===== config.mk =====
export PLATFORM = sky130hd
export DESIGN_NAME = integer_square_root_flat
export DESIGN_NICKNAME = d
export VERILOG_FILES = /design/src/design/isqrt_pkg.sv /design/src/design/isqrt_req_if.sv /design/src/design/isqrt_rsp_if.sv /design/src/design/integer_square_root.sv /design/src/flat_wrapper.sv
export SDC_FILE = /design/constraint.sdc
export NUM_CORES = 1
export LEC_CHECK = 0
export BUFFER_PORTS_ARGS = -buffer_cell sky130_fd_sc_hd__buf_2
export CELL_PAD_IN_SITES_DETAIL_PLACEMENT = 0
export CELL_PAD_IN_SITES_GLOBAL_PLACEMENT = 1
export CORE_MARGIN = 3
export CORE_UTILIZATION = 51
export CTS_BUF_LIST = sky130_fd_sc_hd__clkbuf_8
export DETAILED_ROUTE_END_ITERATION = 7
export GPL_TIMING_DRIVEN = 0
export HOLD_SLACK_MARGIN = 0.06
export PLACE_DENSITY = 0.95
export SLEW_MARGIN = 10
export SYNTH_ARGS = -nofsm -noshare
export SYNTH_HDL_FRONTEND = slang
export SYNTH_SLANG_ARGS = --single-unit

===== constraint.sdc =====
create_clock -name clock -period 11.2 [get_ports clock]
set_clock_uncertainty 0.15 [all_clocks]
set_input_delay 0.56 -clock clock [delete_from_list [all_inputs] [get_ports clock]]
set_output_delay 0.56 -clock clock [all_outputs]
set_load 0.02 [all_outputs]

===== src/design/isqrt_pkg.sv =====
// ----------------------------------------------------------------------------
// isqrt_pkg - shared definitions for the integer square root block
// Widths of the item fields, the mode encoding and the sequencer state type.
// ----------------------------------------------------------------------------
package isqrt_pkg;

   localparam int MODE_W            = 3;
   localparam int OPERAND_W         = 64;
   localparam int ROOT_W            = 64;
   localparam int MAX_WIDTH_DEFAULT = 64;

   // mode[1:0] picks 8 << n bits, mode[2] marks a signed type
   localparam int MODE_SIGNED_BIT = 2;
   localparam int BASE_WIDTH      = 8;
   localparam int WIDTH_W         = 7;   // holds 8..64

   typedef enum logic [1:0] {
      ST_IDLE,
      ST_CALC,
      ST_WRITE
   } state_type;

endpackage


===== src/design/isqrt_req_if.sv =====
// ----------------------------------------------------------------------------
// isqrt_req_if - request channel of the integer square root block
// Valid/ready handshake carrying the type mode and the operand pattern.
// ----------------------------------------------------------------------------
interface isqrt_req_if;
   logic                               valid;
   logic                               ready;
   logic [isqrt_pkg::MODE_W-1:0]       mode;
   logic [isqrt_pkg::OPERAND_W-1:0]    operand;

   modport source (output valid, output mode, output operand, input ready);
   modport sink   (input valid, input mode, input operand, output ready);
endinterface


===== src/design/isqrt_rsp_if.sv =====
// ----------------------------------------------------------------------------
// isqrt_rsp_if - response channel of the integer square root block
// Valid/ready handshake carrying the 64-bit root.
// ----------------------------------------------------------------------------
interface isqrt_rsp_if;
   logic                             valid;
   logic                             ready;
   logic [isqrt_pkg::ROOT_W-1:0]     root;

   modport source (output valid, output root, input ready);
   modport sink   (input valid, input root, output ready);
endinterface


===== src/design/integer_square_root.sv =====
// ----------------------------------------------------------------------------
// integer_square_root - floor square root of an 8/16/32/64-bit integer
// Restoring digit recurrence, one root bit per cycle on a shared
// shift/compare/subtract unit.
// ----------------------------------------------------------------------------
// An item carries a 3-bit mode (0 u8, 1 u16, 2 u32, 3 u64, 4 s8 .. 7 s64)
// and a 64-bit operand; only the low bits of the selected width are used
// (width capped at MAX_WIDTH, itself clamped to 8..64, sign then taken from
// the top bit of the capped width). The result is the floor root,
// zero-extended to 64 bits; a negative signed operand comes back as its own
// masked pattern. Sequence: the item is taken in ST_IDLE, the recurrence
// runs ceil(WIDTH_CAP/2) steps, one per cycle, on a single compare/subtract
// unit in ST_CALC, and ST_WRITE loads the output register once it is free,
// after which the unit returns to ST_IDLE for the next item.
// Negative signed operands skip the recurrence and go from ST_IDLE
// straight to ST_WRITE.
// req_chan.ready is low while the unit is busy. The result sits in its own
// output register, so the next item is taken as soon as the unit is free,
// even while the previous result still waits on rsp_chan.ready.
// ----------------------------------------------------------------------------
module integer_square_root #(
   parameter int MAX_WIDTH = isqrt_pkg::MAX_WIDTH_DEFAULT
) (
   input logic           clock,
   input logic           reset,
   isqrt_req_if.sink     req_chan,
   isqrt_rsp_if.source   rsp_chan
);

   // widest operand, held to 8..64
   localparam int WIDTH_CAP = (MAX_WIDTH < 8)  ? 8  :
                              (MAX_WIDTH > 64) ? 64 : MAX_WIDTH;

   // recurrence sizes: PAIRS root bits, radicand padded to an even width
   localparam int PAIRS = (WIDTH_CAP + 1) / 2;
   localparam int RAD_W = 2 * PAIRS;
   localparam int REM_W = PAIRS + 2;
   localparam int CNT_W = (PAIRS > 1) ? $clog2(PAIRS) : 1;
   localparam logic [isqrt_pkg::WIDTH_W-1:0] WIDTH_LIMIT =
      isqrt_pkg::WIDTH_W'(WIDTH_CAP);

   isqrt_pkg::state_type state_ff, state_in;

   logic [RAD_W-1:0]                 rad_ff, rad_in;
   logic [REM_W-1:0]                 rem_ff, rem_in;
   logic [PAIRS-1:0]                 root_ff, root_in;
   logic [CNT_W-1:0]                 cnt_ff, cnt_in;
   logic                             neg_ff, neg_in;
   logic                             out_valid_ff, out_valid_in;
   logic [isqrt_pkg::ROOT_W-1:0]     out_root_ff, out_root_in;

   // decode of the incoming item
   logic [isqrt_pkg::WIDTH_W-1:0]    width_raw;
   logic [isqrt_pkg::WIDTH_W-1:0]    width_sel;
   logic [RAD_W-1:0]                 value_masked;
   logic                             value_sign;
   logic                             value_neg;

   // shared recurrence unit
   logic [REM_W-1:0]                 rem_shift;
   logic [REM_W-1:0]                 trial;
   logic                             take_bit;

   logic                             out_free;

   assign out_free = !out_valid_ff || rsp_chan.ready;

   // width = 8 << mode[1:0], capped at MAX_WIDTH
   always_comb begin
      width_raw = isqrt_pkg::WIDTH_W'(isqrt_pkg::BASE_WIDTH) << req_chan.mode[1:0];
      width_sel = (width_raw > WIDTH_LIMIT) ? WIDTH_LIMIT : width_raw;
   end

   // mask to the width and pick out the sign bit
   always_comb begin
      value_masked = '0;
      value_sign   = 1'b0;
      for (int i = 0; i < RAD_W; i++) begin
         if ((i < WIDTH_CAP) && (isqrt_pkg::WIDTH_W'(i) < width_sel)) begin
            value_masked[i] = req_chan.operand[i];
         end
         if ((i < WIDTH_CAP) && (isqrt_pkg::WIDTH_W'(i + 1) == width_sel)) begin
            value_sign = req_chan.operand[i];
         end
      end
      value_neg = req_chan.mode[isqrt_pkg::MODE_SIGNED_BIT] && value_sign;
   end

   // one recurrence step: bring down two bits, try (root << 2) | 1
   always_comb begin
      rem_shift = {rem_ff[REM_W-3:0], rad_ff[RAD_W-1 -: 2]};
      trial     = {root_ff, 2'b01};
      take_bit  = (rem_shift >= trial);
   end

   // sequencer: next state and datapath controls
   always_comb begin
      state_in     = state_ff;
      rad_in       = rad_ff;
      rem_in       = rem_ff;
      root_in      = root_ff;
      cnt_in       = cnt_ff;
      neg_in       = neg_ff;
      out_valid_in = out_valid_ff && !rsp_chan.ready;
      out_root_in  = out_root_ff;
      req_chan.ready = 1'b0;

      case (state_ff)
         isqrt_pkg::ST_IDLE: begin
            req_chan.ready = 1'b1;
            if (req_chan.valid) begin
               rad_in  = value_masked;
               rem_in  = '0;
               root_in = '0;
               cnt_in  = CNT_W'(PAIRS - 1);
               neg_in  = value_neg;
               state_in = value_neg ? isqrt_pkg::ST_WRITE : isqrt_pkg::ST_CALC;
            end
         end
         isqrt_pkg::ST_CALC: begin
            rad_in  = rad_ff << 2;
            rem_in  = take_bit ? (rem_shift - trial) : rem_shift;
            root_in = {root_ff[PAIRS-2:0], take_bit};
            cnt_in  = cnt_ff - 1'b1;
            if (cnt_ff == '0) begin
               state_in = isqrt_pkg::ST_WRITE;
            end
         end
         isqrt_pkg::ST_WRITE: begin
            // hold here until the output register is free
            if (out_free) begin
               out_valid_in = 1'b1;
               out_root_in  = neg_ff ? isqrt_pkg::ROOT_W'(rad_ff)
                                     : isqrt_pkg::ROOT_W'(root_ff);
               state_in     = isqrt_pkg::ST_IDLE;
            end
         end
         default: begin
            state_in = isqrt_pkg::ST_IDLE;
         end
      endcase
   end

   // control state
   always_ff @(posedge clock) begin
      if (reset) begin
         state_ff     <= isqrt_pkg::ST_IDLE;
         out_valid_ff <= 1'b0;
      end else begin
         state_ff     <= state_in;
         out_valid_ff <= out_valid_in;
      end
   end

   // datapath, no reset needed
   always_ff @(posedge clock) begin
      rad_ff      <= rad_in;
      rem_ff      <= rem_in;
      root_ff     <= root_in;
      cnt_ff      <= cnt_in;
      neg_ff      <= neg_in;
      out_root_ff <= out_root_in;
   end

   assign rsp_chan.valid = out_valid_ff;
   assign rsp_chan.root  = out_root_ff;

endmodule


===== src/flat_wrapper.sv =====
// flat-port wrapper written by rule: the top's interface ports become plain ports
module integer_square_root_flat 
#(
   parameter int MAX_WIDTH = isqrt_pkg::MAX_WIDTH_DEFAULT
)
  (clock, reset, req_chan_valid, req_chan_mode, req_chan_operand, req_chan_ready, rsp_chan_valid, rsp_chan_root, rsp_chan_ready);
  isqrt_req_if req_chan_i ();
  isqrt_rsp_if rsp_chan_i ();
  input logic clock;
  input logic reset;
  input wire logic [$bits(req_chan_i.valid)-1:0] req_chan_valid;
  input wire logic [$bits(req_chan_i.mode)-1:0] req_chan_mode;
  input wire logic [$bits(req_chan_i.operand)-1:0] req_chan_operand;
  output wire logic [$bits(req_chan_i.ready)-1:0] req_chan_ready;
  output wire logic [$bits(rsp_chan_i.valid)-1:0] rsp_chan_valid;
  output wire logic [$bits(rsp_chan_i.root)-1:0] rsp_chan_root;
  input wire logic [$bits(rsp_chan_i.ready)-1:0] rsp_chan_ready;
  assign req_chan_i.valid = req_chan_valid;
  assign req_chan_i.mode = req_chan_mode;
  assign req_chan_i.operand = req_chan_operand;
  assign req_chan_ready = req_chan_i.ready;
  assign rsp_chan_valid = rsp_chan_i.valid;
  assign rsp_chan_root = rsp_chan_i.root;
  assign rsp_chan_i.ready = rsp_chan_ready;
  integer_square_root #(.MAX_WIDTH(MAX_WIDTH)) u_core (.clock(clock), .reset(reset), .req_chan(req_chan_i), .rsp_chan(rsp_chan_i));
endmodule

==> summary.txt, run 1 <==
Clk_lat worst skew - 0.56 ns
Cell Area, Placed - 11,000 sq um
Die ar. - 21,000 sq um
Post-Syn Area per Cell - 11.7 sq um
Setup CP Type - reg -> reg
MaxCap Viol Count - 0
Yosys warnings - 0
GRT overflow - 0
Max FO, Critical Path - 10
Kind of end point of the critical path - flop
Pre-Repair DR Iteration Count - 6
Post-Route WL - 23,700 um
IO Count - 137
Clock tree buffer depth - 3
Mapped cell area - 9860 sq um
Initial antenna violation count - 1
Layout area overhead - 17.7%
Pin count of the biggest net entering global routing - 33
Num Clock Sinks - 201
Synth top area share - 0.603
Ys flop type - edfxtp_1
Fin. Hold Viols - 0
Tcrit/Tclk final - 0.286
Top layer in use - met4
Number of distinct library cells after synthesis - 52
Met2 Wirelength - 11,500 um
Multi-input logic area - 3530 sq um
Port bufs - 135
Core Rows - 50
Worst endpoint data arrival time - 3.33 ns
Sequential fraction of the synthesis area - 0.609
Die height - 145 um
Die X - 145 um
Met3 wire length - 1810 um
Clock tree from TritonCTS - yes
Number of global-route vias before repair - 7,260
Maximum vdd drop - 80.5 uV
Register area - 6010 sq um
CTS Hold Bufs - 1
Hold Path Class - in -> reg
Dpl hpwl - 17,100 um
Synth area leaders - edfxtp_1, ha_1, nand2_1
Placer Congestion - 0.886
Initial core utilization - 0.523
Crit path required time - 11.32 ns
Cell area after layout - 11,600 sq um
Synthesized flop and latch total - 201
CTS root buffer - clkbuf_8
Post-CTS sizing - 0
Slew @ Worst Pin - 0.808 ns
Fin util - 0.616
Setup bufs post-CTS - 0
DRC - 0
Floorplan core area - 18,800 sq um
Post-Synthesis Net Count - 949
Commonest non-fill, non-tap cell in the layout - edfxtp_1
Drt via density - 5.55
Per-cell routed wire length - 18.2 um
CTS H-tree lvls - 1
Fin. max-slew vios - 0
CTS Buf Count - 31
Placed insts - 1,243
Setup TNS - 0 ns
Fraction of layout cells with a size suffix above 1 - 0.189
First-pass GRT wire length - 37,700 um
Non-filler instance count after layout - 1,303
Min Tclk post-route - 3.20 ns
Clock transition at the registers of the reported paths - 0.07 ns
Antenna viol nets, final - 0
Via Count - 7,238
Total Power - 2270 uW
Startpoint types - flop
Metal-1 WL - 9790 um
Commonest cells after routing, fill and taps aside - edfxtp_1, buf_2, nand2_1, nor2_1, inv_1
Fin nets - 1,124
Starting DRT DRC Count - 558
Post-synth ARST share - 0
# fillers - 1,501
Number of enable flip-flop cells after synthesis - 198
Power Density - 196 nW/um^2
Tot GR Track Use - 0.219
Leakage - 0.00476 uW
Normalized max-slew margin - 0.461
Endpoints failing setup - 0
Synth area leader - edfxtp_1
Cells after synthesis - 842
Peak Freq - 312 MHz
Unrepaired setup endpoints after global routing - no
Outcome - finished, final reports clean
==> stage by stage <==
| step | hold slack (ns) | worst slack (ns) |
|---|---|---|
| global route | 0.108 | 7.78 |
| floorplan | 0.360 | 4.27 |
| finish | 0.123 | 8.00 |
| CTS | 0.0914 | 8.00 |
| global placement | 0.367 | 1.73 |
| detailed placement | 0.376 | 8.03 |
==> worst paths after layout <==
path,startpoint,to,slack (ns),depth (start not counted)
worst max-delay path,u_core.root_ff[10]$_SDFFCE_PN0P_,u_core.rem_ff[18]$_SDFFCE_PN0P_,8.00,13
worst min register to register,u_core.rad_ff[20]$_DFFE_PP_,u_core.rad_ff[22]$_DFFE_PP_,0.39,2
worst max register to register,u_core.root_ff[10]$_SDFFCE_PN0P_,u_core.rem_ff[18]$_SDFFCE_PN0P_,8.00,13
worst min-delay path,req_chan_operand[6],u_core.rad_ff[6]$_DFFE_PP_,0.12,3
==> registers in the layout (all words and copies together) (netlist names) <==
register and flops:
u_core.rsp_chan.valid 1, u_core.rem_ff 32, u_core.rad_ff 64, u_core.cnt_ff 5, u_core.rsp_chan.root 64, u_core.state_ff 2
u_core.root_ff 32, u_core.neg_ff 1
==> power by group <==
| group | switching, uW | total, uW | internal [uW] | leakage, uW |
|---|---|---|---|---|
| Clock | 278 | 588 | 310 | 0.000359 |
| Sequential | 43.5 | 999 | 955 | 0.00199 |
| Combinational | 414 | 686 | 272 | 0.00241 |
==> kinds of logic (layout without fill, tap and decap cells) <==
logic type	after synthesis	count (layout)	share of synthesized area
AOI/OAI and AO/OA	177	177	0.125
buffers and inverters	83	283	0.0340
muxes	24	24	0.0256
and+or+nand+nor	288	288	0.131
xor gates and xnor gates	33	33	0.0293
DFF	201	201	0.609
adders and majority gates	36	36	0.0457
other	0	1	0
==> worst max-delay path, cell delays in order, from the launching register on <==
cell and delay [ns]:
edfxtp_1 0.32, inv_1 0.11, ha_1 0.41, nand3_1 0.19, nor2_1 0.19, o2111a_1 0.22, nor3_2 0.08, o31ai_4 0.26
o21ai_1 0.10, a21oi_2 0.17, buf_6 0.20, buf_6 0.19, mux2i_1 0.24, nor2_1 0.07
==> synthesized netlist by cell type (2+ instances only) <==
| library cell | number |
|---|---|
| nor3_1 | 3 |
| nor2b_1 | 5 |
| nand2b_1 | 9 |
| nand3_1 | 23 |
| o21a_1 | 7 |
| ha_1 | 36 |
| a31oi_1 | 6 |
| a21o_1 | 12 |
| o21ai_1 | 5 |
| o21ai_0 | 43 |
| a211oi_2 | 6 |
| xnor2_1 | 25 |
| nor2_1 | 88 |
| clkbuf_1 | 34 |
| o22ai_1 | 4 |
| o21bai_1 | 3 |
| a22o_1 | 40 |
| and2_1 | 37 |
| xor2_1 | 8 |
| edfxtp_1 | 198 |
| dfxtp_1 | 3 |
| inv_1 | 43 |
| and3_1 | 7 |
| buf_1 | 2 |
| nand4_1 | 4 |
| buf_6 | 3 |
| a211oi_1 | 4 |
| nor4_1 | 3 |
| nand2_1 | 106 |
| a21oi_1 | 31 |
| mux2i_1 | 23 |
==> per-layer routing <==
| layer | up-vias | GRT usage |
|---|---|---|
| met4 | 0 | 0.0637 |
| li1 | 3406 | - |
| met3 | 47 | 0.0440 |
| met5 | - | 0 |
| met2 | 317 | 0.370 |
| met1 | 3468 | 0.289 |
==> final cells by class <==
class	instances	share of cell area
clock buffers	32	0.0380
multi-input cells	558	0.304
clock inverters	26	0.0135
flip-flops and latches	201	0.518
well taps	260	0.0280
plain buffers	40	0.0150
repair buffers	142	0.0694
inverters	43	0.0139
diodes	1	0.000216
Power figures use the tool's default switching activity.
==> inputs of run 2 (changes only) <==
--- a/config.mk
+++ b/config.mk
@@ -9,12 +9,12 @@
 export CELL_PAD_IN_SITES_DETAIL_PLACEMENT = 0
 export CELL_PAD_IN_SITES_GLOBAL_PLACEMENT = 1
 export CORE_MARGIN = 3
-export CORE_UTILIZATION = 51
+export CORE_UTILIZATION = 43
 export CTS_BUF_LIST = sky130_fd_sc_hd__clkbuf_8
 export DETAILED_ROUTE_END_ITERATION = 7
 export GPL_TIMING_DRIVEN = 0
 export HOLD_SLACK_MARGIN = 0.06
-export PLACE_DENSITY = 0.95
+export PLACE_DENSITY = 0.86
 export SLEW_MARGIN = 10
 export SYNTH_ARGS = -nofsm -noshare
 export SYNTH_HDL_FRONTEND = slang
==> constraint.sdc (replaced) <==
create_clock -name clock -period 2.9 [get_ports clock]
set_clock_uncertainty 0.15 [all_clocks]
set_input_delay 0.145 -clock clock [delete_from_list [all_inputs] [get_ports clock]]
set_output_delay 0.145 -clock clock [all_outputs]
set_load 0.02 [all_outputs]
==> run 2 against run 1 <==
Against the previous run:
- first-iteration DRC count grew 7.3%
- clock power increased to 4.2 times the previous value
- count of clock-buffer cells in the layout is 3 higher
- critical path type unchanged
- largest power group unchanged
==> summary.txt, run 2 (synthesis results as in run 1) <==
Outcome - finished, final reports clean (unchanged)
Clock transition at the registers of the reported paths - 0.06 ns (was 0.07 ns)
Clock tree from TritonCTS - yes (unchanged)
Maximum vdd drop - 351 uV (was 80.5 uV)
Layout area overhead - 31.4% (was 17.7%)
Placer Congestion - 0.877 (was 0.886)
Initial core utilization - 0.445 (was 0.523)
Peak Freq - 345 MHz (was 312 MHz)
Slew @ Worst Pin - 0.779 ns (was 0.808 ns)
GRT overflow - 0 (unchanged)
Fin. max-slew vios - 0 (unchanged)
CTS root buffer - clkbuf_8 (unchanged)
Tcrit/Tclk final - 0.998 (was 0.286)
Tot GR Track Use - 0.207 (was 0.219)
Per-cell routed wire length - 18.5 um (was 18.2 um)
Floorplan core area - 22,200 sq um (was 18,800 sq um)
Pin count of the biggest net entering global routing - 29 (was 33)
Fin. Hold Viols - 0 (unchanged)
Dpl hpwl - 17,500 um (was 17,100 um)
Startpoint types - flop (unchanged)
Drt via density - 5.32 (was 5.55)
Commonest cells after routing, fill and taps aside - edfxtp_1, buf_2, nand2_1, nor2_1, dlygate4sd3_1 (was edfxtp_1, buf_2, nand2_1, nor2_1, inv_1)
Fin util - 0.584 (was 0.616)
Pre-Repair DR Iteration Count - 5 (was 6)
Reg-to-reg endpoint - u_core.rem_ff[7]$_SDFFCE_PN0P_ (was u_core.rem_ff[18]$_SDFFCE_PN0P_)
Crit Reg-Reg Startpoint - u_core.rem_ff[5]$_SDFFCE_PN0P_ (was u_core.root_ff[10]$_SDFFCE_PN0P_)
Worst endpoint data arrival time - 3.00 ns (was 3.33 ns)
Worst Reg-to-Reg Cells - 12 (was 13)
Hold Path Stages - 3 (unchanged)
R2R setup slack - 0.005 ns (was 8.00 ns)
Die ar. - 24,800 sq um (was 21,000 sq um)
Non-filler instance count after layout - 1,415 (was 1,303)
Unrepaired setup endpoints after global routing - yes (was no)
Die height - 157 um (was 145 um)
Max FO, Critical Path - 7 (was 10)
Hold_sp - req_chan_mode[1] (was req_chan_operand[6])
Starting DRT DRC Count - 599 (was 558)
Setup CP Type - reg -> reg (unchanged)
Number of global-route vias before repair - 7,731 (was 7,260)
Die X - 157 um (was 145 um)
Post-Route WL - 26,100 um (was 23,700 um)
Via Count - 7,525 (was 7,238)
IO Count - 137 (unchanged)
Kind of end point of the critical path - flop (unchanged)
Hold Path Class - in -> reg (unchanged)
CTS H-tree lvls - 2 (was 1)
Crit path required time - 3.01 ns (was 11.32 ns)
MaxCap Viol Count - 0 (unchanged)
Fraction of layout cells with a size suffix above 1 - 0.235 (was 0.189)
Inserted Diodes - 0 (was 1)
Normalized max-slew margin - 0.481 (was 0.461)
Hold endpoint - u_core.rad_ff[21]$_DFFE_PP_ (was u_core.rad_ff[6]$_DFFE_PP_)
Core Rows - 54 (was 50)
Placed insts - 1,264 (was 1,243)
Clk_lat worst skew - 0.52 ns (was 0.56 ns)
Min Tclk post-route - 2.90 ns (was 3.20 ns)
Commonest non-fill, non-tap cell in the layout - edfxtp_1 (unchanged)
Clock tree buffer depth - 3 (unchanged)
First-pass GRT wire length - 40,600 um (was 37,700 um)
Initial antenna violation count - 0 (was 1)
CTS Buf Count - 35 (was 31)
Num Clock Sinks - 201 (unchanged)
Leakage - 0.00521 uW (was 0.00476 uW)
# fillers - 1,757 (was 1,501)
Power Density - 745 nW/um^2 (was 196 nW/um^2)
Fin nets - 1,218 (was 1,124)
Port bufs - 135 (unchanged)
Antenna viol nets, final - 0 (unchanged)
DRC - 0 (unchanged)
Endpoints failing setup - 0 (unchanged)
## run 2: cell types whose count changed in the layout (fill, tap and decap cells not counted), moves of 4 or more
cell,previous run,this run
inv_2,0,6
ha_1,36,22
buf_4,0,20
clkinv_1,5,10
dlygate4sd3_1,1,71
mux2i_4,0,4
mux2i_1,23,19
inv_1,59,43
buf_16,0,4
ha_4,0,14
## run 2: worst max-delay path by stage
stage	start	end	slack (ns)	depth (start not counted)
floorplan	u_core.state_ff[0]$_SDFFE_PP0P_	u_core.cnt_ff[0]$_SDFFCE_PN1P_	-0.03	2
global placement	u_core.state_ff[0]$_SDFFE_PP0P_	u_core.rem_ff[12]$_SDFFCE_PN0P_	-0.91	2
detailed placement	u_core.root_ff[10]$_SDFFCE_PN0P_	u_core.rem_ff[12]$_SDFFCE_PN0P_	-0.24	13
CTS	u_core.root_ff[1]$_SDFFCE_PN0P_	u_core.rem_ff[12]$_SDFFCE_PN0P_	0.005	13
global route	u_core.root_ff[13]$_SDFFCE_PN0P_	u_core.rem_ff[24]$_SDFFCE_PN0P_	-0.13	11
finish	u_core.rem_ff[5]$_SDFFCE_PN0P_	u_core.rem_ff[7]$_SDFFCE_PN0P_	0.005	12
## run 2: layout make-up
type                    count  area, sq um  area share
well taps                 280          350      0.0271
clock inverters            26          174      0.0134
flip-flops and latches    201         6010       0.464
repair buffers            234         1740       0.135
inverters                  43          161      0.0125
multi-input cells         558         3840       0.297
plain buffers              38          186      0.0144
clock buffers              35          482      0.0372
## run 2: power breakdown
group	switching, uW	internal, uW
combinational	1790	1490
clock	1170	1320
sequential	190	3690
total	3150	6500
## run 2: layer usage
layer	vias up	share of wire	GRT usage
li1	3600	-	-
met1	3600	0.43	0.264
met2	273	0.49	0.358
met3	52	0.059	0.0407
met4	0	0.025	0.0636
met5	-	0	0
## run 2: critical path, cell delays in order (launching register included)
cell,delay (ns)
edfxtp_1,0.48
ha_4,0.34
nand3_2,0.10
nor2_2,0.14
o2111a_1,0.25
nor3_4,0.07
o31ai_4,0.22
o21ai_2,0.08
a21oi_2,0.16
buf_6,0.18
buf_12,0.16
mux2i_4,0.24
nor2_1,0.05
## run 2: what timing repair did
item / CTS / global route
cloned: 0 / 1
hold endpoints to repair: 69 / 0
resized for setup: 38 / 18
buffers inserted: 15 / 5
pin swaps: 17 / 5
endpoints found under the setup margin: 30 / 32
hold buffers: 71 / 0
## run 2: metrics by stage
stage / area, sq um / hold slack [ns] / power, uW / setup slack (ns) / TNS, ns
4_1_cts: 12800 / 0.0682 / 9460 / 0.00502 / 0
3_5_place_dp: 11100 / 0.197 / 6560 / -0.243 / -4.50
3_3_place_gp: 10900 / 0.198 / 6470 / -0.911 / -165.03
5_1_grt: 12900 / 0.0974 / 10200 / -0.134 / -2.13
2_1_floorplan: 9870 / 0.0600 / 5830 / -0.0308 / -4.10
6_report: 12900 / 0.0946 / 9650 / 0.00468 / 0
